===== config.mk =====
export PLATFORM = sky130hd
export DESIGN_NAME = button_debounce_click_classifier_unit
export DESIGN_NICKNAME = d
export VERILOG_FILES = /design/src/bdc_pkg.sv /design/src/button_debounce_click_classifier_unit.sv /design/src/bdc_state_mem.sv
export SDC_FILE = /design/constraint.sdc
export NUM_CORES = 2
export LEC_CHECK = 0
export BUFFER_PORTS_ARGS = -buffer_cell sky130_fd_sc_hd__buf_2
export CAP_MARGIN = 20
export CORE_MARGIN = 3
export CORE_UTILIZATION = 30
export CTS_BUF_LIST = sky130_fd_sc_hd__clkbuf_8
export CTS_CLUSTER_SIZE = 20
export DETAILED_ROUTE_END_ITERATION = 8
export PLACE_DENSITY = 0.45
export REMOVE_ABC_BUFFERS = 1
export SLEW_MARGIN = 40
export SYNTH_ARGS = -nofsm -noshare
export SYNTH_HDL_FRONTEND = slang
export SYNTH_HIERARCHICAL = 1
export SYNTH_SLANG_ARGS = --single-unit

===== constraint.sdc =====
create_clock -name clk -period 21.8 [get_ports clk]
set_clock_uncertainty 0.05 [all_clocks]
set_input_delay 6.54 -clock clk [delete_from_list [all_inputs] [get_ports clk]]
set_output_delay 6.54 -clock clk [all_outputs]
set_load 0.02 [all_outputs]

===== src/bdc_pkg.sv =====
// ----------------------------------------------------------------------------
// bdc_pkg
// shared types and constants of the button debounce and click classifier
// ----------------------------------------------------------------------------
package bdc_pkg;

  localparam int BUTTONS              = 16;
  localparam int BTN_W                = 4;
  localparam int TIME_W               = 32;
  localparam int DEBOUNCE_RESET_COUNT = 5;
  localparam int MAX_PRESSES          = 3;
  localparam int MAX_EVENTS           = 4;
  localparam int IN_DATA_W            = 40;
  localparam int OUT_DATA_W           = 8;
  localparam int CFG_ADDR_W           = 5;

  typedef enum logic [2:0] {
    EV_PRESSED  = 3'd0,
    EV_RELEASED = 3'd1,
    EV_NORMAL   = 3'd2,
    EV_RELHOLD  = 3'd3,
    EV_DOUBLE   = 3'd4,
    EV_TRIPLE   = 3'd5,
    EV_LONG     = 3'd6
  } bdc_event_t;

  typedef enum logic [2:0] {
    REG_DEBOUNCE    = 3'd0,
    REG_LONG_THRESH = 3'd1,
    REG_MULTI_WIN   = 3'd2,
    REG_HOLD_MASK   = 3'd3,
    REG_DOUBLE_MASK = 3'd4,
    REG_TRIPLE_MASK = 3'd5,
    REG_LONG_MASK   = 3'd6
  } bdc_reg_t;

  localparam logic ACT_SAMPLE  = 1'b0;
  localparam logic ACT_SERVICE = 1'b1;

  typedef struct packed {
    logic              bounce_level;
    logic              stable_level;
    logic [7:0]        bounce_counter;
    logic              long_fired;
    logic [1:0]        press_count;
    logic              multi_pending;
    logic [TIME_W-1:0] press_time;
    logic [TIME_W-1:0] release_time;
  } bdc_entry_t;

  typedef struct packed {
    logic             rd_en;
    logic [BTN_W-1:0] rd_addr;
    logic             wr_en;
    logic [BTN_W-1:0] wr_addr;
  } bdc_mem_req_t;

endpackage


===== src/button_debounce_click_classifier_unit.sv =====
// ----------------------------------------------------------------------------
// button_debounce_click_classifier_unit
// debounces raw button samples and classifies presses into click events
// ----------------------------------------------------------------------------
// An item is taken at the same edge at which the previous one leaves the state
// read stage; per-button state is read from a registered memory at accept,
// updated and written back as the item leaves the stage, with forwarding for
// back-to-back requests on one button. Events leave through a single output
// buffer at one per cycle while the output is ready; a release yields one
// event, a plain press two and a press that completes a double or triple
// three, and an item can leave as the last event of the previous one is taken.
// ----------------------------------------------------------------------------
module button_debounce_click_classifier_unit (
  input  logic                             clk,
  input  logic                             rst_n,
  // in_tdata: button[3:0], level[4], now_ms[36:5], zero fill
  input  logic [bdc_pkg::IN_DATA_W-1:0]    in_tdata,
  // in_tuser: action
  input  logic                             in_tuser,
  input  logic                             in_tvalid,
  output logic                             in_tready,
  // out_tdata: event_res[2:0], event_button[6:3], zero fill
  output logic [bdc_pkg::OUT_DATA_W-1:0]   out_tdata,
  output logic                             out_tlast,
  output logic                             out_tvalid,
  input  logic                             out_tready,
  input  logic                             cfg_psel,
  input  logic                             cfg_penable,
  input  logic                             cfg_pwrite,
  input  logic [bdc_pkg::CFG_ADDR_W-1:0]   cfg_paddr,
  input  logic [31:0]                      cfg_pwdata,
  output logic [31:0]                      cfg_prdata,
  output logic                             cfg_pready
);
  import bdc_pkg::*;

  logic [7:0]  debounce_r;
  logic [15:0] long_thresh_r;
  logic [15:0] multi_win_r;
  logic [15:0] hold_mask_r;
  logic [15:0] double_mask_r;
  logic [15:0] triple_mask_r;
  logic [15:0] long_mask_r;

  logic              b_vld_r;
  logic              b_action_r;
  logic [BTN_W-1:0]  b_button_r;
  logic              b_level_r;
  logic [TIME_W-1:0] b_now_r;

  bdc_event_t        ev_buf_r [MAX_EVENTS];
  logic [BTN_W-1:0]  ev_btn_r;
  logic [2:0]        rem_r;
  logic [1:0]        pos_r;

  bdc_mem_req_t      mem_req;
  bdc_entry_t        old_st;
  bdc_entry_t        new_st;
  bdc_event_t        ev [MAX_EVENTS];
  logic [2:0]        ev_n;

  logic              in_acc;
  logic              out_acc;
  logic              b_fire;
  logic              cfg_wr;
  logic [TIME_W-1:0] d_press;
  logic [TIME_W-1:0] d_rel;
  logic [TIME_W-1:0] mwin;
  logic [TIME_W-1:0] lthr;
  logic              dbl;
  logic              tpl;
  logic              hold;
  logic              lmask;

  // configuration port
  assign cfg_pready = 1'b1;
  assign cfg_wr     = cfg_psel && cfg_penable && cfg_pwrite && cfg_pready;

  always_ff @(posedge clk) begin
    if (!rst_n) begin
      debounce_r    <= 8'(DEBOUNCE_RESET_COUNT);
      long_thresh_r <= '0;
      multi_win_r   <= '0;
      hold_mask_r   <= '0;
      double_mask_r <= '0;
      triple_mask_r <= '0;
      long_mask_r   <= '0;
    end else if (cfg_wr) begin
      unique case (cfg_paddr[4:2])
        REG_DEBOUNCE:    debounce_r    <= cfg_pwdata[7:0];
        REG_LONG_THRESH: long_thresh_r <= cfg_pwdata[15:0];
        REG_MULTI_WIN:   multi_win_r   <= cfg_pwdata[15:0];
        REG_HOLD_MASK:   hold_mask_r   <= cfg_pwdata[15:0];
        REG_DOUBLE_MASK: double_mask_r <= cfg_pwdata[15:0];
        REG_TRIPLE_MASK: triple_mask_r <= cfg_pwdata[15:0];
        REG_LONG_MASK:   long_mask_r   <= cfg_pwdata[15:0];
        default: ;
      endcase
    end
  end

  always_comb begin
    unique case (cfg_paddr[4:2])
      REG_DEBOUNCE:    cfg_prdata = {24'd0, debounce_r};
      REG_LONG_THRESH: cfg_prdata = {16'd0, long_thresh_r};
      REG_MULTI_WIN:   cfg_prdata = {16'd0, multi_win_r};
      REG_HOLD_MASK:   cfg_prdata = {16'd0, hold_mask_r};
      REG_DOUBLE_MASK: cfg_prdata = {16'd0, double_mask_r};
      REG_TRIPLE_MASK: cfg_prdata = {16'd0, triple_mask_r};
      REG_LONG_MASK:   cfg_prdata = {16'd0, long_mask_r};
      default:         cfg_prdata = '0;
    endcase
  end

  // handshakes
  assign out_acc   = out_tvalid && out_tready;
  assign b_fire    = b_vld_r && ((rem_r == 3'd0) || ((rem_r == 3'd1) && out_tready));
  assign in_tready = !b_vld_r || b_fire;
  assign in_acc    = in_tvalid && in_tready;

  // request register, state read issued at accept
  always_ff @(posedge clk) begin
    if (!rst_n) begin
      b_vld_r <= 1'b0;
    end else if (in_acc) begin
      b_vld_r <= 1'b1;
    end else if (b_fire) begin
      b_vld_r <= 1'b0;
    end
  end

  always_ff @(posedge clk) begin
    if (in_acc) begin
      b_action_r <= in_tuser;
      b_button_r <= in_tdata[3:0];
      b_level_r  <= in_tdata[4];
      b_now_r    <= in_tdata[36:5];
    end
  end

  assign mem_req.rd_en   = in_acc;
  assign mem_req.rd_addr = in_tdata[3:0];
  assign mem_req.wr_en   = b_fire;
  assign mem_req.wr_addr = b_button_r;

  bdc_state_mem u_state_mem (
    .clk      (clk),
    .rst_n    (rst_n),
    .req      (mem_req),
    .wr_data  (new_st),
    .rd_entry (old_st)
  );

  assign d_press = b_now_r - old_st.press_time;
  assign d_rel   = b_now_r - old_st.release_time;
  assign mwin    = {16'd0, multi_win_r};
  assign lthr    = {16'd0, long_thresh_r};
  assign dbl     = double_mask_r[b_button_r];
  assign tpl     = triple_mask_r[b_button_r];
  assign hold    = hold_mask_r[b_button_r];
  assign lmask   = long_mask_r[b_button_r];

  // classification of one request
  always_comb begin
    new_st = old_st;
    ev_n   = 3'd0;
    for (int i = 0; i < MAX_EVENTS; i++) begin
      ev[i] = EV_PRESSED;
    end
    if ({1'b0, b_button_r} < (BTN_W + 1)'(BUTTONS)) begin
      if (b_action_r == ACT_SAMPLE) begin
        if (old_st.bounce_level != b_level_r) begin
          new_st.bounce_level   = b_level_r;
          new_st.bounce_counter = '0;
        end else if (old_st.bounce_counter < debounce_r) begin
          new_st.bounce_counter = old_st.bounce_counter + 8'd1;
          if ((new_st.bounce_counter == debounce_r) &&
              (b_level_r != old_st.stable_level)) begin
            new_st.stable_level = b_level_r;
            if (b_level_r) begin
              ev[ev_n[1:0]] = EV_PRESSED;
              ev_n = ev_n + 3'd1;
              new_st.long_fired = 1'b0;
              new_st.press_time = b_now_r;
              if ((multi_win_r != '0) && (dbl || tpl)) begin
                if (old_st.multi_pending && (d_rel <= mwin)) begin
                  if (old_st.press_count < 2'(MAX_PRESSES)) begin
                    new_st.press_count = old_st.press_count + 2'd1;
                  end
                end else begin
                  new_st.press_count = 2'd1;
                end
                new_st.multi_pending = 1'b1;
                if ((new_st.press_count == 2'(MAX_PRESSES)) && tpl) begin
                  ev[ev_n[1:0]] = EV_RELHOLD;
                  ev_n = ev_n + 3'd1;
                  ev[ev_n[1:0]] = EV_TRIPLE;
                  ev_n = ev_n + 3'd1;
                  new_st.press_count   = 2'd0;
                  new_st.multi_pending = 1'b0;
                end else if ((new_st.press_count >= 2'd2) && dbl && !tpl) begin
                  ev[ev_n[1:0]] = EV_RELHOLD;
                  ev_n = ev_n + 3'd1;
                  ev[ev_n[1:0]] = EV_DOUBLE;
                  ev_n = ev_n + 3'd1;
                  new_st.press_count   = 2'd0;
                  new_st.multi_pending = 1'b0;
                end
              end else begin
                ev[ev_n[1:0]] = EV_NORMAL;
                ev_n = ev_n + 3'd1;
              end
            end else begin
              ev[ev_n[1:0]] = EV_RELEASED;
              ev_n = ev_n + 3'd1;
              new_st.release_time = b_now_r;
            end
          end
        end else if (old_st.stable_level && (long_thresh_r != '0) &&
                     !old_st.long_fired && (d_press >= lthr)) begin
          new_st.long_fired = 1'b1;
          if (lmask) begin
            ev[ev_n[1:0]] = EV_LONG;
            ev_n = ev_n + 3'd1;
          end
        end
      end else begin
        if ((long_thresh_r != '0) && old_st.stable_level && !old_st.long_fired &&
            (d_press >= lthr)) begin
          new_st.long_fired = 1'b1;
          if (lmask) begin
            new_st.press_count   = 2'd0;
            new_st.multi_pending = 1'b0;
            ev[ev_n[1:0]] = EV_RELHOLD;
            ev_n = ev_n + 3'd1;
            ev[ev_n[1:0]] = EV_LONG;
            ev_n = ev_n + 3'd1;
          end
        end
        if ((multi_win_r != '0) && new_st.multi_pending) begin
          if (new_st.stable_level) begin
            if ((new_st.press_count == 2'd1) && hold && (d_press > mwin)) begin
              ev[ev_n[1:0]] = EV_NORMAL;
              ev_n = ev_n + 3'd1;
              new_st.press_count   = 2'd0;
              new_st.multi_pending = 1'b0;
            end
          end else if ((new_st.release_time != '0) && (d_rel > mwin)) begin
            if ((new_st.press_count == 2'(MAX_PRESSES)) && tpl) begin
              ev[ev_n[1:0]] = EV_RELHOLD;
              ev_n = ev_n + 3'd1;
              ev[ev_n[1:0]] = EV_TRIPLE;
              ev_n = ev_n + 3'd1;
            end else if ((new_st.press_count >= 2'd2) && dbl) begin
              ev[ev_n[1:0]] = EV_RELHOLD;
              ev_n = ev_n + 3'd1;
              ev[ev_n[1:0]] = EV_DOUBLE;
              ev_n = ev_n + 3'd1;
            end else if (new_st.press_count >= 2'd1) begin
              ev[ev_n[1:0]] = EV_NORMAL;
              ev_n = ev_n + 3'd1;
              if (hold) begin
                ev[ev_n[1:0]] = EV_RELHOLD;
                ev_n = ev_n + 3'd1;
              end
            end
            new_st.press_count   = 2'd0;
            new_st.multi_pending = 1'b0;
          end
        end
      end
    end
  end

  // event buffer, drained one per cycle while the output is ready
  always_ff @(posedge clk) begin
    if (!rst_n) begin
      rem_r <= '0;
      pos_r <= '0;
    end else if (b_fire) begin
      rem_r <= ev_n;
      pos_r <= '0;
    end else if (out_acc) begin
      rem_r <= rem_r - 3'd1;
      pos_r <= pos_r + 2'd1;
    end
  end

  always_ff @(posedge clk) begin
    if (b_fire) begin
      ev_buf_r <= ev;
      ev_btn_r <= b_button_r;
    end
  end

  assign out_tvalid = (rem_r != 3'd0);
  assign out_tlast  = (rem_r == 3'd1);
  assign out_tdata  = {1'b0, ev_btn_r, ev_buf_r[pos_r]};

  // checks
  a_rem_bound: assert property (@(posedge clk) disable iff (!rst_n)
    rem_r <= 3'(MAX_EVENTS))
    else $error("event buffer count out of range");

  a_no_overwrite: assert property (@(posedge clk) disable iff (!rst_n)
    b_fire |-> (rem_r == 3'd0) || (out_acc && out_tlast))
    else $error("event buffer loaded while events still pending");

  a_stage_hold: assert property (@(posedge clk) disable iff (!rst_n)
    (b_vld_r && !b_fire) |=> b_vld_r && $stable(b_button_r))
    else $error("stalled request lost");

  a_accept_load: assert property (@(posedge clk) disable iff (!rst_n)
    in_acc |=> b_vld_r)
    else $error("accepted request not staged");

endmodule


===== src/bdc_state_mem.sv =====
// ----------------------------------------------------------------------------
// bdc_state_mem
// per-button state memory with registered read, valid bits and write forwarding
// ----------------------------------------------------------------------------
module bdc_state_mem (
  input  logic                clk,
  input  logic                rst_n,
  input  bdc_pkg::bdc_mem_req_t req,
  input  bdc_pkg::bdc_entry_t wr_data,
  output bdc_pkg::bdc_entry_t rd_entry
);
  import bdc_pkg::*;

  bdc_entry_t         mem [BUTTONS];
  bdc_entry_t         rd_data_r;
  bdc_entry_t         fwd_data_r;
  logic [BUTTONS-1:0] vld_r;
  logic               rd_vld_r;
  logic               fwd_hit_r;

  always_ff @(posedge clk) begin
    if (req.wr_en) begin
      mem[req.wr_addr] <= wr_data;
    end
    if (req.rd_en) begin
      rd_data_r  <= mem[req.rd_addr];
      fwd_data_r <= wr_data;
    end
  end

  always_ff @(posedge clk) begin
    if (!rst_n) begin
      vld_r     <= '0;
      rd_vld_r  <= 1'b0;
      fwd_hit_r <= 1'b0;
    end else begin
      if (req.wr_en) begin
        vld_r[req.wr_addr] <= 1'b1;
      end
      if (req.rd_en) begin
        rd_vld_r  <= vld_r[req.rd_addr];
        fwd_hit_r <= req.wr_en && (req.wr_addr == req.rd_addr);
      end
    end
  end

  // same-entry write at the read edge wins, unwritten entries read as zero
  assign rd_entry = fwd_hit_r ? fwd_data_r : (rd_vld_r ? rd_data_r : '0);

endmodule


==> summary.md <==
| Metric | Value |
|---|---|
| Residual DRC | 0 |
| Vias in the first global route | roughly 38000 |
| Core Area | 225000 um2 |
| Mapped cell area | 68100 um2 |
| Kind of critical path | input pin to output pin |
| Dpl hpwl | ~110 mm |
| Max Freq | 0.0667 GHz |
| Startpoint types | input pin |
| CTS Buffer Depth | 4 |
| Syn Inst Count | 3847 |
| Detailed-route wire length | 196 mm |
| Critical Path AT | ~8400 ps |
| Cell leakage power | about 25 nW |
| Clock power share | between 30% and 40% |
| Register area | about 46000 um2 |
| Worst-Margin Slew | roughly 900 ps |
| Largest family of logic cells by synthesized area | multiplexers |
| Final hold violation count | 0 |
| Critical path's largest stage delay | 670 ps |
| RSZ-0062 raised after global routing | no |
| CP required | between 15000 and 20000 ps |
| Clock transition at path regs | approximately 50 ps |
| Sequential power share | about half |
| Worst path top cell family by delay | simple AND/OR/NAND/NOR gates |
| Ys flop type | edfxtp_1 |
| # hold bufs at CTS | 0 |
| Routed len/inst | 26.7 um |
| Status | completed |
| Avg Vias per Cell | slightly above 5 |
| CP Max Fanout | 44 |
| CP dominant cell by count | buf_2 |
| Cell internal pwr | slightly above 5 mW |
| Fin crit period | roughly 15000 ps |
| Std-Cell Rows | between 150 and 200 |
| P&R area growth vs syn | 13.8% |
| Hold path startpoint | u_state_mem/vld_r[4] |
| Final ANT Viol Nets | 0 |
| GP Congestion | between 0.8 and 0.9 |
| Area of the multi-input gates | between 20000 and 25000 um2 |
| Initial DRC Count | between 3000 and 4000 |
| Synth async-reset ratio | 0% |
| Buffers on Ports | approximately 90 |
| Post-synthesis sequential area ratio | about two thirds |
| Worst Hold Path Cells | 1 |
| First-pass GRT wire length | around 280 mm |
| Setup TNS | 0 ps |
| Largest net degree at the start of global routing | between 80 and 90 |
| Synth Area in Compound Gates | 5.92% |
| Post-CTS setup repair buffer count | 0 |
| R2R Setup Slk | around 14000 ps |
| H-tree depth | 5 |
| Final setup fails | 0 |
| CTS tree | done |
| Max-slew violations | 0 |
| Number of synthesized flops with an enable pin | approximately 1500 |
| Worst slack at placement | roughly 6800 ps |
| Comb power frac | 12.5% |
| Post-Synth XOR/XNOR Area | less than 1% |
| Via count | about 37000 |
| GRT Total Usage | between 15 and 20% |
| Die Span X | ~480 um |
| Critical Path Slowest Stage Cell | nor2b_2 |
| Die Area | ~230000 um2 |
| Net Sw Frac | between 20% and 30% |
| Num ports | roughly 130 |
| Synthesized area per cell | around 18 um2 |
| Multiplexer share of the synthesized area | between 10% and 20% |
| Filler cells | ~21000 |
| Critical-path cell list | buf_2, buf_4, nor2b_2, nor2b_1, a221o_1, buf_2 |
| Layout Nets | between 4000 and 5000 |
| FF-to-FF Start | u_state_mem/fwd_hit_r |
| Most common cell after layout, fill and taps aside | edfxtp_1 |
| Worst setup EP type | output pin |
| Worst Hold Class | flip-flop to flip-flop |
| Final worst slack | slightly below 7000 ps |
| Worst-skew pair later-pin latency | between 1000 and 1500 ps |
| Root buffer cell | clkbuf_8 |
| Post-Synth Simple-Gate Area | 4.55% |
| Pwr Density | approximately 90 nW/um2 |
| Die span in y | 482 um |
| Adder-cell area share of the yosys netlist | 2.36% |
| Maximum vdd drop | between 0.03 and 0.04 mV |
| Hold Path Sink | u_state_mem/vld_r[4] |
| Post-CTS Resized | 0 |
| Initial Utilization | 30.2% |
| Initial antenna violation count | 14 |
| Sw Pwr | 1.84 mW |
| Max_slew headroom | between 30% and 40% |
| Layout cell share with drive strength beyond 1 | about a quarter |
| FF+latch count, synth | approximately 1600 |
| Total global routing overflow | 0 |
| Clock sink count | approximately 1600 |
| RR Endpoint | u_state_mem/mem[13][64] |
| Most frequent cells in the layout | edfxtp_1, mux4_2, clkbuf_8 |
| Critical path buffer and inverter count | 3 |
| Worst reg2reg path depth | 24 |
| Total CTS buffers | slightly below 300 |
| Post-synthesis cell type count | approximately 110 |
| Fin crit share | between 60% and 70% |
| Max-cap viol count | 0 |
| Syn. warnings | 6 |
| Drt pass-1 iters | 5 |
cell families after synthesis:
family	after synthesis
compound gates	565
xor+xnor	58
fa+ha+maj	127
buf+inv	336
flops	1586
mux	544
other cells	2
simple gates	629
cell type report:
type / instances / share of cell area, %
Clock inverter: 190 / 1.29
Timing Repair Buffer: 177 / 1.84
Clock buffer: 303 / 5.38
Antenna cell: 5 / 0.0161
Multi-Input combinational cell: 1943 / 26.2
Inverter: 129 / 0.628
Sequential cell: 1586 / 59.8
Tap cell: 2992 / 4.83
Yosys cell counts (all sizes together), types with 32 or more instances:
cell | n | area [um2]
xnor2 | 35 | 307
nor2 | 90 | 338
o21ai | 93 | 473
mux4 | 422 | 9500
nand4 | 38 | 238
o21a | 38 | 302
edfxtp | 1458 | 43800
a22o | 79 | 692
nand2 | 270 | 1030
a21boi | 85 | 638
ha | 125 | 1560
buf | 107 | 792
a21oi | 109 | 576
dfxtp | 128 | 2560
nor2b | 43 | 269
mux2i | 49 | 490
mux2 | 73 | 822
nand3 | 32 | 160
inv | 128 | 483
clkbuf | 99 | 372
a21o | 34 | 257
worst max-delay path by stage:
| stage | depth (start not counted) | slack (ps) | start | end |
|---|---|---|---|---|
| after floorplan | 3 | 7670 | cfg_paddr[2] | cfg_prdata[10] |
| after global placement | 6 | 6470 | cfg_paddr[2] | cfg_prdata[10] |
| after detailed placement | 6 | 6800 | cfg_paddr[2] | cfg_prdata[10] |
| after CTS | 6 | 6790 | cfg_paddr[2] | cfg_prdata[10] |
| after global routing | 6 | 6670 | cfg_paddr[2] | cfg_prdata[9] |
| final | 6 | 6810 | cfg_paddr[2] | cfg_prdata[9] |
sequential cells by signal, indices dropped and copies added (netlist names), 2 cells and up:
register	flops
b_button_r	4
ev_btn_r	4
u_state_mem/rd_data_r	78
u_state_mem/fwd_data_r	78
triple_mask_r	16
u_state_mem/vld_r	16
b_now_r	32
pos_r	2
multi_win_r	16
ev_buf_r	12
long_mask_r	16
debounce_r	8
long_thresh_r	16
double_mask_r	16
rem_r	3
hold_mask_r	16
u_state_mem/mem	1248
power groups by stage:
stage / Sequential [mW] / Clock, mW / Combinational (mW)
6_report: 3.55 / 2.60 / 0.875
5_1_grt: 3.56 / 2.83 / 0.962
4_1_cts: 3.56 / 2.70 / 0.885
3_5_place_dp: 3.62 / 0 / 0.882
3_3_place_gp: 3.62 / 0 / 0.872
2_1_floorplan: 3.60 / 0 / 0.549
per-stage QoR:
stage                     util, %  power (mW)  hold WS [ps]  instance area, um2  std cells
after global placement       32.0        4.49           394               72000       6818
final                        34.4        7.02           414               77500       7325
after global routing         34.4        7.36           425               77500       7325
after CTS                    34.4        7.14           415               77400       7318
after floorplan                 -        4.15           385               67000       3658
after detailed placement     32.1        4.50           402               72300       6825
per-layer routing:
| metal | vias to the layer above | wire (um) | track usage, % |
|---|---|---|---|
| li1 | 16100 | - | - |
| met1 | 19900 | 90100 | 23.7 |
| met2 | 1027 | 92500 | 26.7 |
| met3 | 267 | 9640 | 3.13 |
| met4 | 6 | 3420 | 3.91 |
| met5 | - | 35 | 0 |
Note: power is estimated with default switching activity, not from simulation.
